$ cat src/rtl/rvdec_pkg.sv
// rvdec_pkg: group codes, operation codes and decode tables for the rv64i decoder
// no dependencies; imported by rvdec_decode, rv64i_instruction_decoder_unit and its testbench

package rvdec_pkg;

  typedef enum logic [3:0] {
    GRP_LOAD     = 4'd0,
    GRP_STORE    = 4'd1,
    GRP_BRANCH   = 4'd2,
    GRP_JALR     = 4'd3,
    GRP_JAL      = 4'd4,
    GRP_OP_IMM   = 4'd5,
    GRP_OP       = 4'd6,
    GRP_SYSTEM   = 4'd7,
    GRP_AUIPC    = 4'd8,
    GRP_LUI      = 4'd9,
    GRP_OP_IMM32 = 4'd10,
    GRP_OP32     = 4'd11
  } grp_t;

  typedef logic [5:0] op_t;

  localparam op_t OP_LB = 6'd0, OP_LH = 6'd1, OP_LW = 6'd2, OP_LD = 6'd3;
  localparam op_t OP_LBU = 6'd4, OP_LHU = 6'd5, OP_LWU = 6'd6;
  localparam op_t OP_SB = 6'd7, OP_SH = 6'd8, OP_SW = 6'd9, OP_SD = 6'd10;
  localparam op_t OP_BEQ = 6'd11, OP_BNE = 6'd12, OP_BLT = 6'd13, OP_BGE = 6'd14;
  localparam op_t OP_BLTU = 6'd15, OP_BGEU = 6'd16;
  localparam op_t OP_JALR = 6'd17, OP_JAL = 6'd18;
  localparam op_t OP_ADDI = 6'd19, OP_SLLI = 6'd20, OP_SLTI = 6'd21, OP_SLTIU = 6'd22;
  localparam op_t OP_XORI = 6'd23, OP_SRLI = 6'd24, OP_ORI = 6'd25, OP_ANDI = 6'd26;
  localparam op_t OP_SRAI = 6'd27;
  localparam op_t OP_ADD = 6'd28, OP_SLL = 6'd29, OP_SLT = 6'd30, OP_SLTU = 6'd31;
  localparam op_t OP_XOR = 6'd32, OP_SRL = 6'd33, OP_OR = 6'd34, OP_AND = 6'd35;
  localparam op_t OP_SUB = 6'd36, OP_SRA = 6'd37;
  localparam op_t OP_ECALL = 6'd38, OP_EBREAK = 6'd39, OP_URET = 6'd40;
  localparam op_t OP_SRET = 6'd41, OP_MRET = 6'd42, OP_WFI = 6'd43;
  localparam op_t OP_CSRRW = 6'd44, OP_CSRRS = 6'd45, OP_CSRRC = 6'd46;
  localparam op_t OP_CSRRWI = 6'd47, OP_CSRRSI = 6'd48, OP_CSRRCI = 6'd49;
  localparam op_t OP_AUIPC = 6'd50, OP_LUI = 6'd51;
  localparam op_t OP_ADDIW = 6'd52, OP_SLLIW = 6'd53, OP_SRLIW = 6'd54, OP_SRAIW = 6'd55;
  localparam op_t OP_ADDW = 6'd56, OP_SLLW = 6'd57, OP_SRLW = 6'd58, OP_SUBW = 6'd59;
  localparam op_t OP_SRAW = 6'd60;
  localparam op_t OP_SYS_NOP = 6'd61;
  localparam op_t OP_NONE = 6'd0;

  // funct12 codes under system funct3 0
  localparam logic [11:0] F12_ECALL  = 12'h000;
  localparam logic [11:0] F12_EBREAK = 12'h001;
  localparam logic [11:0] F12_URET   = 12'h002;
  localparam logic [11:0] F12_SRET   = 12'h102;
  localparam logic [11:0] F12_MRET   = 12'h302;
  localparam logic [11:0] F12_WFI    = 12'h105;

  localparam logic [2:0] F3_SHR  = 3'd5;
  localparam logic [2:0] F3_PRIV = 3'd0;

  typedef struct packed {
    logic valid;
    grp_t grp;
  } grp_lookup_t;

  typedef struct packed {
    logic valid;
    op_t  op;
  } op_lookup_t;

  typedef struct packed {
    grp_t grp;
    op_t  op;
    logic illegal;
  } dec_result_t;

  // major group from opcode bits 4:2 and 6:5
  function automatic grp_lookup_t group_of(input logic [2:0] lo, input logic [1:0] hi);
    grp_lookup_t r;
    r.valid = 1'b1;
    r.grp   = GRP_LOAD;
    case ({lo, hi})
      {3'd0, 2'd0}: r.grp = GRP_LOAD;
      {3'd0, 2'd1}: r.grp = GRP_STORE;
      {3'd0, 2'd3}: r.grp = GRP_BRANCH;
      {3'd1, 2'd3}: r.grp = GRP_JALR;
      {3'd3, 2'd3}: r.grp = GRP_JAL;
      {3'd4, 2'd0}: r.grp = GRP_OP_IMM;
      {3'd4, 2'd1}: r.grp = GRP_OP;
      {3'd4, 2'd3}: r.grp = GRP_SYSTEM;
      {3'd5, 2'd0}: r.grp = GRP_AUIPC;
      {3'd5, 2'd1}: r.grp = GRP_LUI;
      {3'd6, 2'd0}: r.grp = GRP_OP_IMM32;
      {3'd6, 2'd1}: r.grp = GRP_OP32;
      default:      r.valid = 1'b0;
    endcase
    return r;
  endfunction

  function automatic op_lookup_t mk(input op_t op);
    op_lookup_t r;
    r.valid = 1'b1;
    r.op    = op;
    return r;
  endfunction

  // operation within a group; idx is {bit 30 where it counts, funct3}
  function automatic op_lookup_t op_of(input grp_t grp, input logic [3:0] idx);
    op_lookup_t r;
    r.valid = 1'b0;
    r.op    = OP_NONE;
    case (grp)
      GRP_LOAD: begin
        case (idx)
          4'd0: r = mk(OP_LB);   4'd1: r = mk(OP_LH);  4'd2: r = mk(OP_LW);
          4'd3: r = mk(OP_LD);   4'd4: r = mk(OP_LBU); 4'd5: r = mk(OP_LHU);
          4'd6: r = mk(OP_LWU);
          default: r.valid = 1'b0;
        endcase
      end
      GRP_STORE: begin
        case (idx)
          4'd0: r = mk(OP_SB); 4'd1: r = mk(OP_SH);
          4'd2: r = mk(OP_SW); 4'd3: r = mk(OP_SD);
          default: r.valid = 1'b0;
        endcase
      end
      GRP_BRANCH: begin
        case (idx)
          4'd0: r = mk(OP_BEQ);  4'd1: r = mk(OP_BNE);
          4'd4: r = mk(OP_BLT);  4'd5: r = mk(OP_BGE);
          4'd6: r = mk(OP_BLTU); 4'd7: r = mk(OP_BGEU);
          default: r.valid = 1'b0;
        endcase
      end
      GRP_JALR: begin
        case (idx)
          4'd0:    r = mk(OP_JALR);
          default: r.valid = 1'b0;
        endcase
      end
      GRP_JAL: begin
        if (!idx[3]) r = mk(OP_JAL);
      end
      GRP_OP_IMM: begin
        case (idx)
          4'd0:  r = mk(OP_ADDI);  4'd1: r = mk(OP_SLLI); 4'd2: r = mk(OP_SLTI);
          4'd3:  r = mk(OP_SLTIU); 4'd4: r = mk(OP_XORI); 4'd5: r = mk(OP_SRLI);
          4'd6:  r = mk(OP_ORI);   4'd7: r = mk(OP_ANDI);
          4'd13: r = mk(OP_SRAI);
          default: r.valid = 1'b0;
        endcase
      end
      GRP_OP: begin
        case (idx)
          4'd0:  r = mk(OP_ADD); 4'd1: r = mk(OP_SLL); 4'd2: r = mk(OP_SLT);
          4'd3:  r = mk(OP_SLTU); 4'd4: r = mk(OP_XOR); 4'd5: r = mk(OP_SRL);
          4'd6:  r = mk(OP_OR);  4'd7: r = mk(OP_AND); 4'd8: r = mk(OP_SUB);
          4'd13: r = mk(OP_SRA);
          default: r.valid = 1'b0;
        endcase
      end
      GRP_SYSTEM: begin
        case (idx)
          4'd0: r = mk(OP_ECALL);  4'd1: r = mk(OP_CSRRW);  4'd2: r = mk(OP_CSRRS);
          4'd3: r = mk(OP_CSRRC);  4'd5: r = mk(OP_CSRRWI); 4'd6: r = mk(OP_CSRRSI);
          4'd7: r = mk(OP_CSRRCI);
          default: r.valid = 1'b0;
        endcase
      end
      GRP_AUIPC: begin
        if (!idx[3]) r = mk(OP_AUIPC);
      end
      GRP_LUI: begin
        if (!idx[3]) r = mk(OP_LUI);
      end
      GRP_OP_IMM32: begin
        case (idx)
          4'd0:  r = mk(OP_ADDIW); 4'd1: r = mk(OP_SLLIW);
          4'd5:  r = mk(OP_SRLIW); 4'd13: r = mk(OP_SRAIW);
          default: r.valid = 1'b0;
        endcase
      end
      GRP_OP32: begin
        case (idx)
          4'd0:  r = mk(OP_ADDW); 4'd1: r = mk(OP_SLLW); 4'd5: r = mk(OP_SRLW);
          4'd8:  r = mk(OP_SUBW); 4'd13: r = mk(OP_SRAW);
          default: r.valid = 1'b0;
        endcase
      end
      default: r.valid = 1'b0;
    endcase
    return r;
  endfunction

  // privileged instruction under system funct3 0
  function automatic op_t priv_of(input logic [11:0] f12);
    op_t r;
    case (f12)
      F12_ECALL:  r = OP_ECALL;
      F12_EBREAK: r = OP_EBREAK;
      F12_URET:   r = OP_URET;
      F12_SRET:   r = OP_SRET;
      F12_MRET:   r = OP_MRET;
      F12_WFI:    r = OP_WFI;
      default:    r = OP_SYS_NOP;
    endcase
    return r;
  endfunction

endpackage

$ cat src/rtl/rv64i_instruction_decoder_unit.sv
// rv64i_instruction_decoder_unit: registered rv64i decoder, one item per cycle
// start is registered in the input stage, and done in the result stage from its valid
// throughput: one item every cycle; busy is never raised, set by the single decode pass
// results are strobed for one cycle on done and cannot be held off by the receiver
// reset: synchronous active-high rst empties both stages; no item is in flight after it
// depends on rvdec_pkg and rvdec_decode

module rv64i_instruction_decoder_unit (
  input  logic        clk,
  input  logic        rst,
  input  logic        start,
  output logic        busy,
  input  logic [31:0] instruction,
  output logic        done,
  output logic [3:0]  major_group,
  output logic [5:0]  operation,
  output logic        illegal
);
  import rvdec_pkg::*;

  // input stage
  logic        in_valid;
  logic [31:0] in_word;

  // decode result between the stages
  dec_result_t dec;

  // result stage
  dec_result_t out_res;

  // the decode is a single shallow pass, so a new item is always welcome
  assign busy = 1'b0;

  // input register: valid is control, the word is payload
  always_ff @(posedge clk) begin
    if (rst) begin
      in_valid <= 1'b0;
    end else begin
      in_valid <= start && !busy;
    end
  end

  always_ff @(posedge clk) begin
    if (start && !busy) begin
      in_word <= instruction;
    end
  end

  rvdec_decode u_decode (
    .word (in_word),
    .res  (dec)
  );

  // result register: strobe for exactly one cycle per item
  always_ff @(posedge clk) begin
    if (rst) begin
      done <= 1'b0;
    end else begin
      done <= in_valid;
    end
  end

  always_ff @(posedge clk) begin
    if (in_valid) begin
      out_res <= dec;
    end
  end

  assign major_group = out_res.grp;
  assign operation   = out_res.op;
  assign illegal     = out_res.illegal;

  // every result traces back to a start taken through the input and result registers
  a_done_from_start: assert property (@(posedge clk) disable iff (rst)
    done |-> $past(start, 2))
    else $error("result strobe without a matching start");

  // an illegal item never carries an operation
  a_illegal_no_op: assert property (@(posedge clk) disable iff (rst)
    (done && illegal) |-> (operation == OP_NONE))
    else $error("illegal item carries an operation");

  // the no-effect system code only comes out of the system group
  a_sys_nop_group: assert property (@(posedge clk) disable iff (rst)
    (done && operation == OP_SYS_NOP) |-> (major_group == GRP_SYSTEM && !illegal))
    else $error("system no-effect code outside the system group");

  // a legal item always names a real group
  a_legal_group: assert property (@(posedge clk) disable iff (rst)
    (done && !illegal) |-> (major_group <= GRP_OP32))
    else $error("legal item with an out-of-range group");

endmodule

$ cat src/rtl/rvdec_decode.sv
// rvdec_decode: combinational decode of one instruction word
// depends on rvdec_pkg (tables and result struct)

module rvdec_decode (
  input  logic [31:0]               word,
  output rvdec_pkg::dec_result_t    res
);
  import rvdec_pkg::*;

  grp_lookup_t g;
  op_lookup_t  o;
  logic [2:0]  f3;
  logic        use_b30;
  logic [3:0]  idx;

  assign f3 = word[14:12];
  assign g  = group_of(word[4:2], word[6:5]);

  // bit 30 extends the index for register ops and right shifts
  assign use_b30 = (g.grp == GRP_OP) || (g.grp == GRP_OP32) ||
                   (((g.grp == GRP_OP_IMM) || (g.grp == GRP_OP_IMM32)) && (f3 == F3_SHR));
  assign idx = {use_b30 & word[30], f3};
  assign o   = op_of(g.grp, idx);

  always_comb begin
    res.grp     = GRP_LOAD;
    res.op      = OP_NONE;
    res.illegal = 1'b1;
    if (g.valid) begin
      res.grp = g.grp;
      if (o.valid) begin
        res.illegal = 1'b0;
        if (g.grp == GRP_SYSTEM && f3 == F3_PRIV) begin
          res.op = priv_of(word[31:20]);
        end else begin
          res.op = o.op;
        end
      end
    end
  end

endmodule

$ cat config.mk
export PLATFORM = sky130hd
export DESIGN_NAME = rv64i_instruction_decoder_unit
export DESIGN_NICKNAME = d
export VERILOG_FILES = /design/src/rtl/rvdec_pkg.sv /design/src/rtl/rv64i_instruction_decoder_unit.sv /design/src/rtl/rvdec_decode.sv
export SDC_FILE = /design/constraint.sdc
export NUM_CORES = 1
export LEC_CHECK = 0
export BUFFER_PORTS_ARGS = -buffer_cell sky130_fd_sc_hd__buf_2
export CAP_MARGIN = 0
export CORE_ASPECT_RATIO = 1.2
export CORE_MARGIN = 3
export CORE_UTILIZATION = 25
export CTS_CLUSTER_SIZE = 25
export DETAILED_ROUTE_END_ITERATION = 16
export PLACE_DENSITY = 0.41
export REMOVE_ABC_BUFFERS = 1
export SYNTH_ARGS = -nofsm -noshare
export SYNTH_HDL_FRONTEND = slang
export SYNTH_SLANG_ARGS = --single-unit
$ cat constraint.sdc
create_clock -name clk -period 2.45 [get_ports clk]
set_input_delay 0.1225 -clock clk [delete_from_list [all_inputs] [get_ports clk]]
set_output_delay 0.1225 -clock clk [all_outputs]
set_load 0.1 [all_outputs]
==> results of run 1 <==
[report_power, final]
group	total [W]	internal [W]	switching (W)	leakage (nW)
logic	0.000549	0.000203	0.000346	0.799
registers	0.000713	0.000670	0.0000422	0.308
clock network	0.000516	0.000300	0.000216	0.0528
total	0.00178	0.00117	0.000604	1.16
[logic make-up after synthesis]
logic type      count (synthesis)
simple gates                  105
flops                          33
mux                             1
compound gates                 76
buf+inv                        28
other cells                     1
xor+xnor                        3
[routing by layer]
layer,vias up,GRT usage [%],routed length (um)
li1,1117,-,-
met1,1078,17.1,2990
met2,71,25.3,3590
met3,16,2.58,325
met4,0,6.07,196
met5,-,0,0
[worst max-delay path by stage]
stage / from / to
final: in_word[5] / operation[0]
after global routing: in_word[12] / operation[0]
after CTS: in_word[3] / operation[0]
after detailed placement: in_word[3] / operation[0]
after global placement: in_word[14] / operation[0]
after floorplan: in_word[4] / operation[1]
[critical path, delay by kind of cell, from the launching register on]
kind	cells	cell delay (ns)
AO/OA/AOI/OAI	2	0.44
AND/OR/NAND/NOR	4	0.82
buffers and inverters	1	0.20
flip-flops	1	0.50
[cell usage in the layout, fill, tap and decap left out, types with 5 or more instances in the layout]
master / instances
buf_2: 34
edfxtp_1: 31
dlygate4sd3_1: 14
o21ai_0: 15
nor3_1: 12
nand3_1: 10
a21oi_1: 17
nand2b_1: 7
a31oi_1: 6
buf_4: 50
nor2_1: 25
nand2_1: 13
nor2b_1: 9
clkbuf_8: 5
inv_1: 5
nor4_1: 6
[cell type report]
cell class / count / area share, %
clock buffers: 6 / 2.33
clock inverters: 2 / 1.08
inverters: 6 / 0.723
multi-input cells: 186 / 38.0
flip-flops and latches: 33 / 31.2
well taps: 117 / 4.70
repair buffers: 98 / 22.0
[what timing repair did]
action | 4_1_cts | 5_1_grt
endpoints found under the setup margin | 0 | 3
buffers inserted | 0 | 7
resized for setup | 0 | 3
hold endpoints to repair | 9 | 6
hold buffers | 8 | 6
[sequential cells by signal, summed over array words and instances, names as in the netlist]
name,flops
done,1
in_valid,1
in_word,20
operation,6
major_group,4
illegal,1
[stage by stage]
step                      instance area (um2)  std cells  hold WS, ns
after floorplan                          2160        225        0.194
after global placement                   2800        419        0.298
after detailed placement                 2800        419        0.301
after CTS                                2980        435     0.000953
after global routing                     3120        448      0.00109
final                                    3120        448      0.00647
==> reports/qor.csv, run 1 <==
stage,metric,value,unit
critical_path,slowest_delay,0.50,ns
routing,firstDrtPassIters,4,
power_and_ir_drop,fin_total_pwr,0.00178,W
cts,clk_path_buf_depth,2,
synth,yosys_warnings,0,
critical_path,rr_worst_depth,7,
timing,setup_viol,0,
cts,cts.sinks,33,
layout,drive_above_1_share,31.1,%
timing,max_slew_margin,63.6,%
cts,numCtsBuffers,5,
floorplan,core,8700,um2
critical_path,worst_r2r_startpoint,in_word[5],
critical_path,cp_max_fo,7,
power_and_ir_drop,power_density,571,nW/um2
routing,ant_nets,0,
timing,finalCritPeriodShare,91.7,%
synth,synth_top_family_by_area,simple AND/OR/NAND/NOR gates,
layout,final_util,35.8,%
critical_path,critPathLaunchType,flip-flop,
floorplan,rows,37,
layout,regArea,971,um2
global_routing,grt_start_max_net_pins,22,
synth,seq_area_frac_synth,42.8,%
synth,netlist_top_cells_count,"edfxtp_1, nor2_1, a21oi_1",
hold_path,hold_depth,1,
global_routing,grt_usage,14.3,%
cts,cts-root-buf,clkbuf_8,
routing,drtIter0Drc,203,
synth,postSynthCellCount,247,
layout,antenna_cells,0,
hold_path,hold_end,in_word[3],
place,hpwl,5.39,mm
routing,drc,0,
synth,synth_flop_cell,edfxtp_1,
place,gp_congestion,0.944,
timing,tightest_slew,0.543,ns
global_routing,grt_antenna_before_repair,0,
critical_path,required,2.47,ns
floorplan,start_util,26.1,%
critical_path,cp_cell_sequence,buf_4 -> and2_1 -> nand3_1 -> nor2_1 -> a221o_1 -> nor4_1 -> a31oi_1,
global_routing,grt_pass1_wl,11.1,mm
critical_path,critical_path_arrival,2.27,ns
timing,drv_slew,0,
hold_path,hold_start,instruction[3],
layout,syn_to_final_growth,37.3,%
synth,synth-xor-area-share,1.16,%
hold_path,hold_class,in2reg,
place,pre_cts_slack,0.142,ns
synth,syn_area,2270,um2
layout,fillers,930,
flow_run,drv_cap,0,
critical_path,crit_type,reg2reg,
floorplan,die-width,93.0,um
floorplan,ios,48,
critical_path,worst_path_max_delay_cell,edfxtp_1,
synth,synthDominantAreaCellType,edfxtp_1,
cts,cts_tree,done,
place,port_buffers,34,
timing,rsz0062_at_grt,false,
critical_path,reg2reg_slack,0.20,ns
synth,yosysMostFrequentCell,edfxtp_1,
synth,synth_edf_count,31,
synth,yosysUniqueCellTypes,64,
routing,viasPerCell,5.09,
layout,multi_input_comb_area,1180,um2
synth,ys_top_cells_by_area,"edfxtp_1, nor2_1, a21oi_1",
timing,fin_ws,0.202,ns
power_and_ir_drop,p_leak,1.16,nW
synth,synth-seq-cells,33,
critical_path,crit_path_end_kind,flip-flop,
global_routing,grt_overflow,0,
routing,drt_wl_total,7.11,mm
global_routing,grt_pass1_vias,2120,
floorplan,dieArea,10300,um2
power_and_ir_drop,ir_worst_vdd,0.000261,V
timing,setup_tns,0,ns
synth,yosys.area_share.simple,26.0,%
cts,clk_pin_slew,0.08,ns
timing,fin_crit,2.25,ns
critical_path,timing.rr.end,operation[0],
routing,wl_per_cell,15.9,um
cts,clk_latency,0.29,ns
synth,syn_avg_cell_area,9.18,um2
timing,fin_worst_skew,0.0110,ns
routing,vias,2282,
synth,synth_top_cell_area_share,41.0,%
outcome,status,"finished, final reports clean",
cts,cts_max_level,2,
timing,fmax,0.445,GHz
floorplan,die_y,110,um
synth,synthAdderAreaFrac,0,%
layout,nets,365,
timing,final_hold_viol_count,0,
synth,muxShareOfSynthArea,0.496,%
synth,async_flop_share,0,%
synth,synth_compound_area_share,23.5,%
Power figures use the tool's default switching activity.
==> run 2, diff against run 1 <==
Settings changed: PLACE_DENSITY 0.41 to 0.42.
Clock period 2.45 ns to 1.9 ns, I/O delays scaled along.
==> reports/qor.csv, run 2 (synthesized netlist as in run 1, its figures left out) <==
stage,metric,value,unit
outcome,status,"complete, but fails checks",
outcome,violations,setup timing,
routing,drtIter0Drc,236,
cts,cts_tree,done,
floorplan,core,8700,um2
layout,antenna_cells,0,
timing,fin_crit,2.07,ns
timing,drv_slew,0,
timing,finalCritPeriodShare,109,%
routing,drc,0,
global_routing,grt_antenna_before_repair,0,
timing,fmax,0.484,GHz
layout,nets,414,
global_routing,grt_start_max_net_pins,22,
place,hpwl,5.96,mm
routing,ant_nets,0,
routing,wl_per_cell,16.0,um
global_routing,grt_pass1_wl,12.7,mm
layout,layout_commonest_cell,buf_4,
layout,drive_above_1_share,47.9,%
place,gp_congestion,0.939,
cts,cts_max_level,2,
power_and_ir_drop,power_density,629,nW/um2
timing,tightest_slew,0.510,ns
critical_path,crit_path_end_kind,flip-flop,
cts,clk_pin_slew,0.08,ns
floorplan,dieArea,10300,um2
layout,largest-register,in_word,
layout,final_cell_mix,"buf_4, buf_2, edfxtp_1",
global_routing,grt_pass1_vias,2548,
critical_path,cp_max_fo,6,
cts,cts.sinks,33,
cts,clk_latency,0.30,ns
power_and_ir_drop,ir_worst_vdd,0.000325,V
critical_path,required,2.04,ns
layout,fin_cells,497,
timing,rsz0062_at_grt,true,
floorplan,die-width,93.0,um
cts,clk_path_buf_depth,2,
power_and_ir_drop,p_leak,1.43,nW
flow_run,drv_cap,0,
floorplan,ios,48,
global_routing,grt_overflow,0,
layout,largest_reg_flops,20,
routing,viasPerCell,5.07,
cts,cts-root-buf,clkbuf_8,
cts,numCtsBuffers,5,
routing,drt_wl_total,7.96,mm
global_routing,grt_usage,16.1,%
layout,fillers,899,
critical_path,critical_path_arrival,2.20,ns
floorplan,start_util,26.1,%
timing,setup_tns,-0.642,ns
timing,setup_viol,5,
timing,final_hold_viol_count,0,
timing,fin_ws,-0.166,ns
routing,firstDrtPassIters,5,
floorplan,die_y,110,um
hold_path,hold_class,in2reg,
critical_path,crit_type,reg2reg,
routing,vias,2522,
floorplan,rows,37,
place,pre_cts_slack,-0.242,ns
critical_path,critPathLaunchType,flip-flop,
place,dp.cells,460,
place,port_buffers,34,
layout,syn_to_final_growth,64.3,%
timing,max_slew_margin,65.7,%
timing,fin_worst_skew,0.00660,ns
[run 2: path summary, 6_finish.rpt]
kind                   start            to  slack (ns)  depth (start not counted)
setup / recovery  in_word[3]  operation[1]       -0.17                          7
hold / removal         start   in_word[30]        0.27                          1
setup reg to reg  in_word[3]  operation[1]       -0.17                          7
hold reg to reg     in_valid  operation[5]        0.71                          0
[run 2: report_power, final]
group          internal [W]  total, W  leakage (nW)  switching, W
sequential         0.000864  0.000907         0.308     0.0000430
clock              0.000254  0.000539        0.0388      0.000285
combinational      0.000375  0.000898          1.09      0.000523
total               0.00149   0.00234          1.43      0.000852
[run 2: routing by layer]
layer	track usage [%]	wire, um	vias up
met5	0	0	-
met4	8.17	285	0
met3	2.31	375	26
met2	28.9	4120	96
met1	18.6	3180	1183
li1	-	-	1217
[run 2: final cells by class]
class | count | area [um2] | area share, %
flip-flops and latches | 33 | 971 | 26.0
clock buffers | 6 | 72.6 | 1.95
well taps | 117 | 146 | 3.93
inverters | 6 | 22.5 | 0.604
repair buffers | 147 | 1100 | 29.4
clock inverters | 2 | 11.3 | 0.302
multi-input cells | 186 | 1410 | 37.7
[run 2: timing repair]
action | in CTS | in global routing
resized for setup | 29 | 30
pin swaps | 8 | 17
setup endpoints to repair | 6 | 7
hold buffers | 21 | 0
hold endpoints to repair | 22 | 0
buffers inserted | 6 | 2
[run 2: per-stage QoR]
stage	instance area (um2)	total power [W]	util (%)	hold slack, ns
CTS	3570	0.00231	41.0	0.273
global route	3730	0.00248	42.8	0.283
floorplan	2160	0.00134	-	0.167
finish	3730	0.00234	42.8	0.268
detailed placement	3110	0.00167	35.7	0.272
global placement	3110	0.00168	35.7	0.269
[run 2: critical path: stages (launching register included)]
cell,delay (ns)
edfxtp_1,0.52
buf_4,0.19
or3b_4,0.41
nor2_4,0.16
a31oi_4,0.10
o221ai_2,0.24
nor3_2,0.08
a211oi_2,0.21
==> run 3, diff against run 2 <==
Settings changed: CORE_UTILIZATION 25 to 54, PLACE_DENSITY 0.42 to 0.77.
Clock period 1.9 ns to 2.1 ns, I/O delays scaled along.
==> reports/qor.csv, run 3 (synthesized netlist as in run 1, its figures left out) <==
stage,metric,value,unit
timing,setup_viol,5,
floorplan,dieArea,5020,um2
layout,post-route-cell-area,3590,um2
floorplan,start_util,56.7,%
power_and_ir_drop,p_sw,0.000894,W
timing,rsz0062_at_grt,true,
hold_path,hold_class,in2reg,
critical_path,crit_path_start,in_word[27],
routing,drt_wl_total,11.7,mm
global_routing,grt_pass1_vias,2763,
layout,layout_commonest_cell,buf_4,
layout,multi_input_comb_area,1450,um2
layout,syn_to_final_growth,58.4,%
global_routing,grt_overflow,0,
timing,fmax,0.424,GHz
floorplan,ios,48,
cts,numCtsBuffers,5,
timing,finalCritPeriodShare,112,%
routing,drtIter0Drc,708,
place,gp_congestion,1.03,
floorplan,core,4000,um2
power_and_ir_drop,power_switching_share,39.9,%
floorplan,die-width,65.2,um
power_and_ir_drop,power_density,623,nW/um2
layout,regArea,971,um2
place,place_area,2890,um2
cts,cts.sinks,33,
global_routing,grt_start_max_net_pins,22,
critical_path,critPathLaunchType,flip-flop,
hold_path,hold_start,start,
global_routing,grt_antenna_before_repair,0,
layout,drive_above_1_share,47.0,%
outcome,violations,setup timing,
power_and_ir_drop,ir_worst_vdd,0.000637,V
power_and_ir_drop,p_leak,1.40,nW
critical_path,critical_path_arrival,2.38,ns
routing,viasPerCell,7.58,
power_and_ir_drop,seq_power_share,37.2,%
layout,largest-register,in_word,
routing,wl_per_cell,27.9,um
cts,clk_latency,0.31,ns
power_and_ir_drop,pwr-share-comb,39.9,%
place,port_buffers,34,
cts,cts-root-buf,clkbuf_8,
critical_path,worst_r2r_startpoint,in_word[27],
layout,final_util,89.8,%
cts,clk_path_buf_depth,2,
timing,fin_crit,2.36,ns
critical_path,cp_max_fo,4,
critical_path,required,2.12,ns
power_and_ir_drop,p_clk_share,22.9,%
critical_path,crit_type,reg2reg,
routing,drc,0,
layout,nets,400,
place,hpwl,5.55,mm
timing,fin_ws,-0.260,ns
outcome,status,"complete, but fails checks",
cts,clk_pin_slew,0.09,ns
timing,drv_slew,0,
timing,setup_tns,-0.772,ns
timing,fin_worst_skew,0.0167,ns
timing,tightest_slew,0.605,ns
flow_run,drv_cap,0,
cts,cts_tree,done,
timing,final_hold_viol_count,0,
floorplan,rows,25,
layout,antenna_cells,0,
layout,final_cell_mix,"buf_4, buf_2, edfxtp_1",
routing,vias,3184,
routing,ant_nets,0,
cts,cts_max_level,2,
timing,max_slew_margin,59.3,%
floorplan,die_y,77,um
critical_path,crit_path_end_kind,flip-flop,
global_routing,grt_pass1_wl,14.6,mm
power_and_ir_drop,internal_power,0.00135,W
global_routing,grt_usage,39.0,%
layout,fillers,163,
routing,firstDrtPassIters,12,
place,pre_cts_slack,-0.0356,ns
layout,largest_reg_flops,20,
[run 3: cell count changes in the layout (fill, tap and decap cells not counted), moves of 3 or more]
cell | before | now
buf_4 | 85 | 67
o21ai_1 | 3 | 0
nor2b_4 | 0 | 3
buf_6 | 7 | 10
o21ai_0 | 12 | 15
[run 3: power groups by stage]
stage / sequential [W] / clock, W / combinational [W]
after detailed placement: 0.000840 / 0 / 0.000643
after global placement: 0.000835 / 0 / 0.000639
after floorplan: 0.00100 / 0 / 0.000211
after CTS: 0.000822 / 0.000488 / 0.000693
final: 0.000833 / 0.000514 / 0.000894
after global routing: 0.000836 / 0.000520 / 0.000911
[run 3: layer usage]
| metal | share of wire [%] | wire length (um) | track usage [%] |
|---|---|---|---|
| met4 | 10 | 1190 | 25.7 |
| met5 | 0 | 0 | 0 |
| met1 | 31 | 3660 | 46.4 |
| met3 | 16 | 1900 | 8.49 |
| met2 | 42 | 4950 | 62.3 |
[run 3: final timing paths]
check / endpoint / slack (ns) / cells past startpoint
setup / recovery: operation[0] / -0.26 / 5
hold / removal: in_word[25] / 0.31 / 1
setup reg to reg: operation[0] / -0.26 / 5
hold reg to reg: operation[1] / 0.73 / 0
[run 3: layout make-up]
type	instances	area share, %
Timing Repair Buffer	133	27.9
Sequential cell	33	27.0
Clock inverter	2	0.313
Tap cell	54	1.88
Multi-Input combinational cell	186	40.3
Inverter	6	0.627
Clock buffer	6	2.02
[run 3: worst max-delay path, cell delays in order (launching register included)]
cell	delay, ns
edfxtp_1	0.41
nor4_1	0.57
nand2_1	0.33
o21a_1	0.26
o211ai_1	0.34
a31oi_1	0.16
[run 3: repair_timing]
item,in CTS,in global routing
hold buffers,21,0
hold endpoints to repair,22,0
gates cloned,0,1
resized for setup,4,72
setup endpoints to repair,3,6
setup buffers,4,7
pin swaps,0,15
[run 3: per-stage QoR]
stage | power (W) | hold WS, ns | std cells
after global placement | 0.00147 | 0.280 | 379
after global routing | 0.00227 | 0.321 | 420
after detailed placement | 0.00148 | 0.284 | 379
after CTS | 0.00200 | 0.266 | 412
after floorplan | 0.00121 | 0.177 | 225
final | 0.00224 | 0.310 | 420
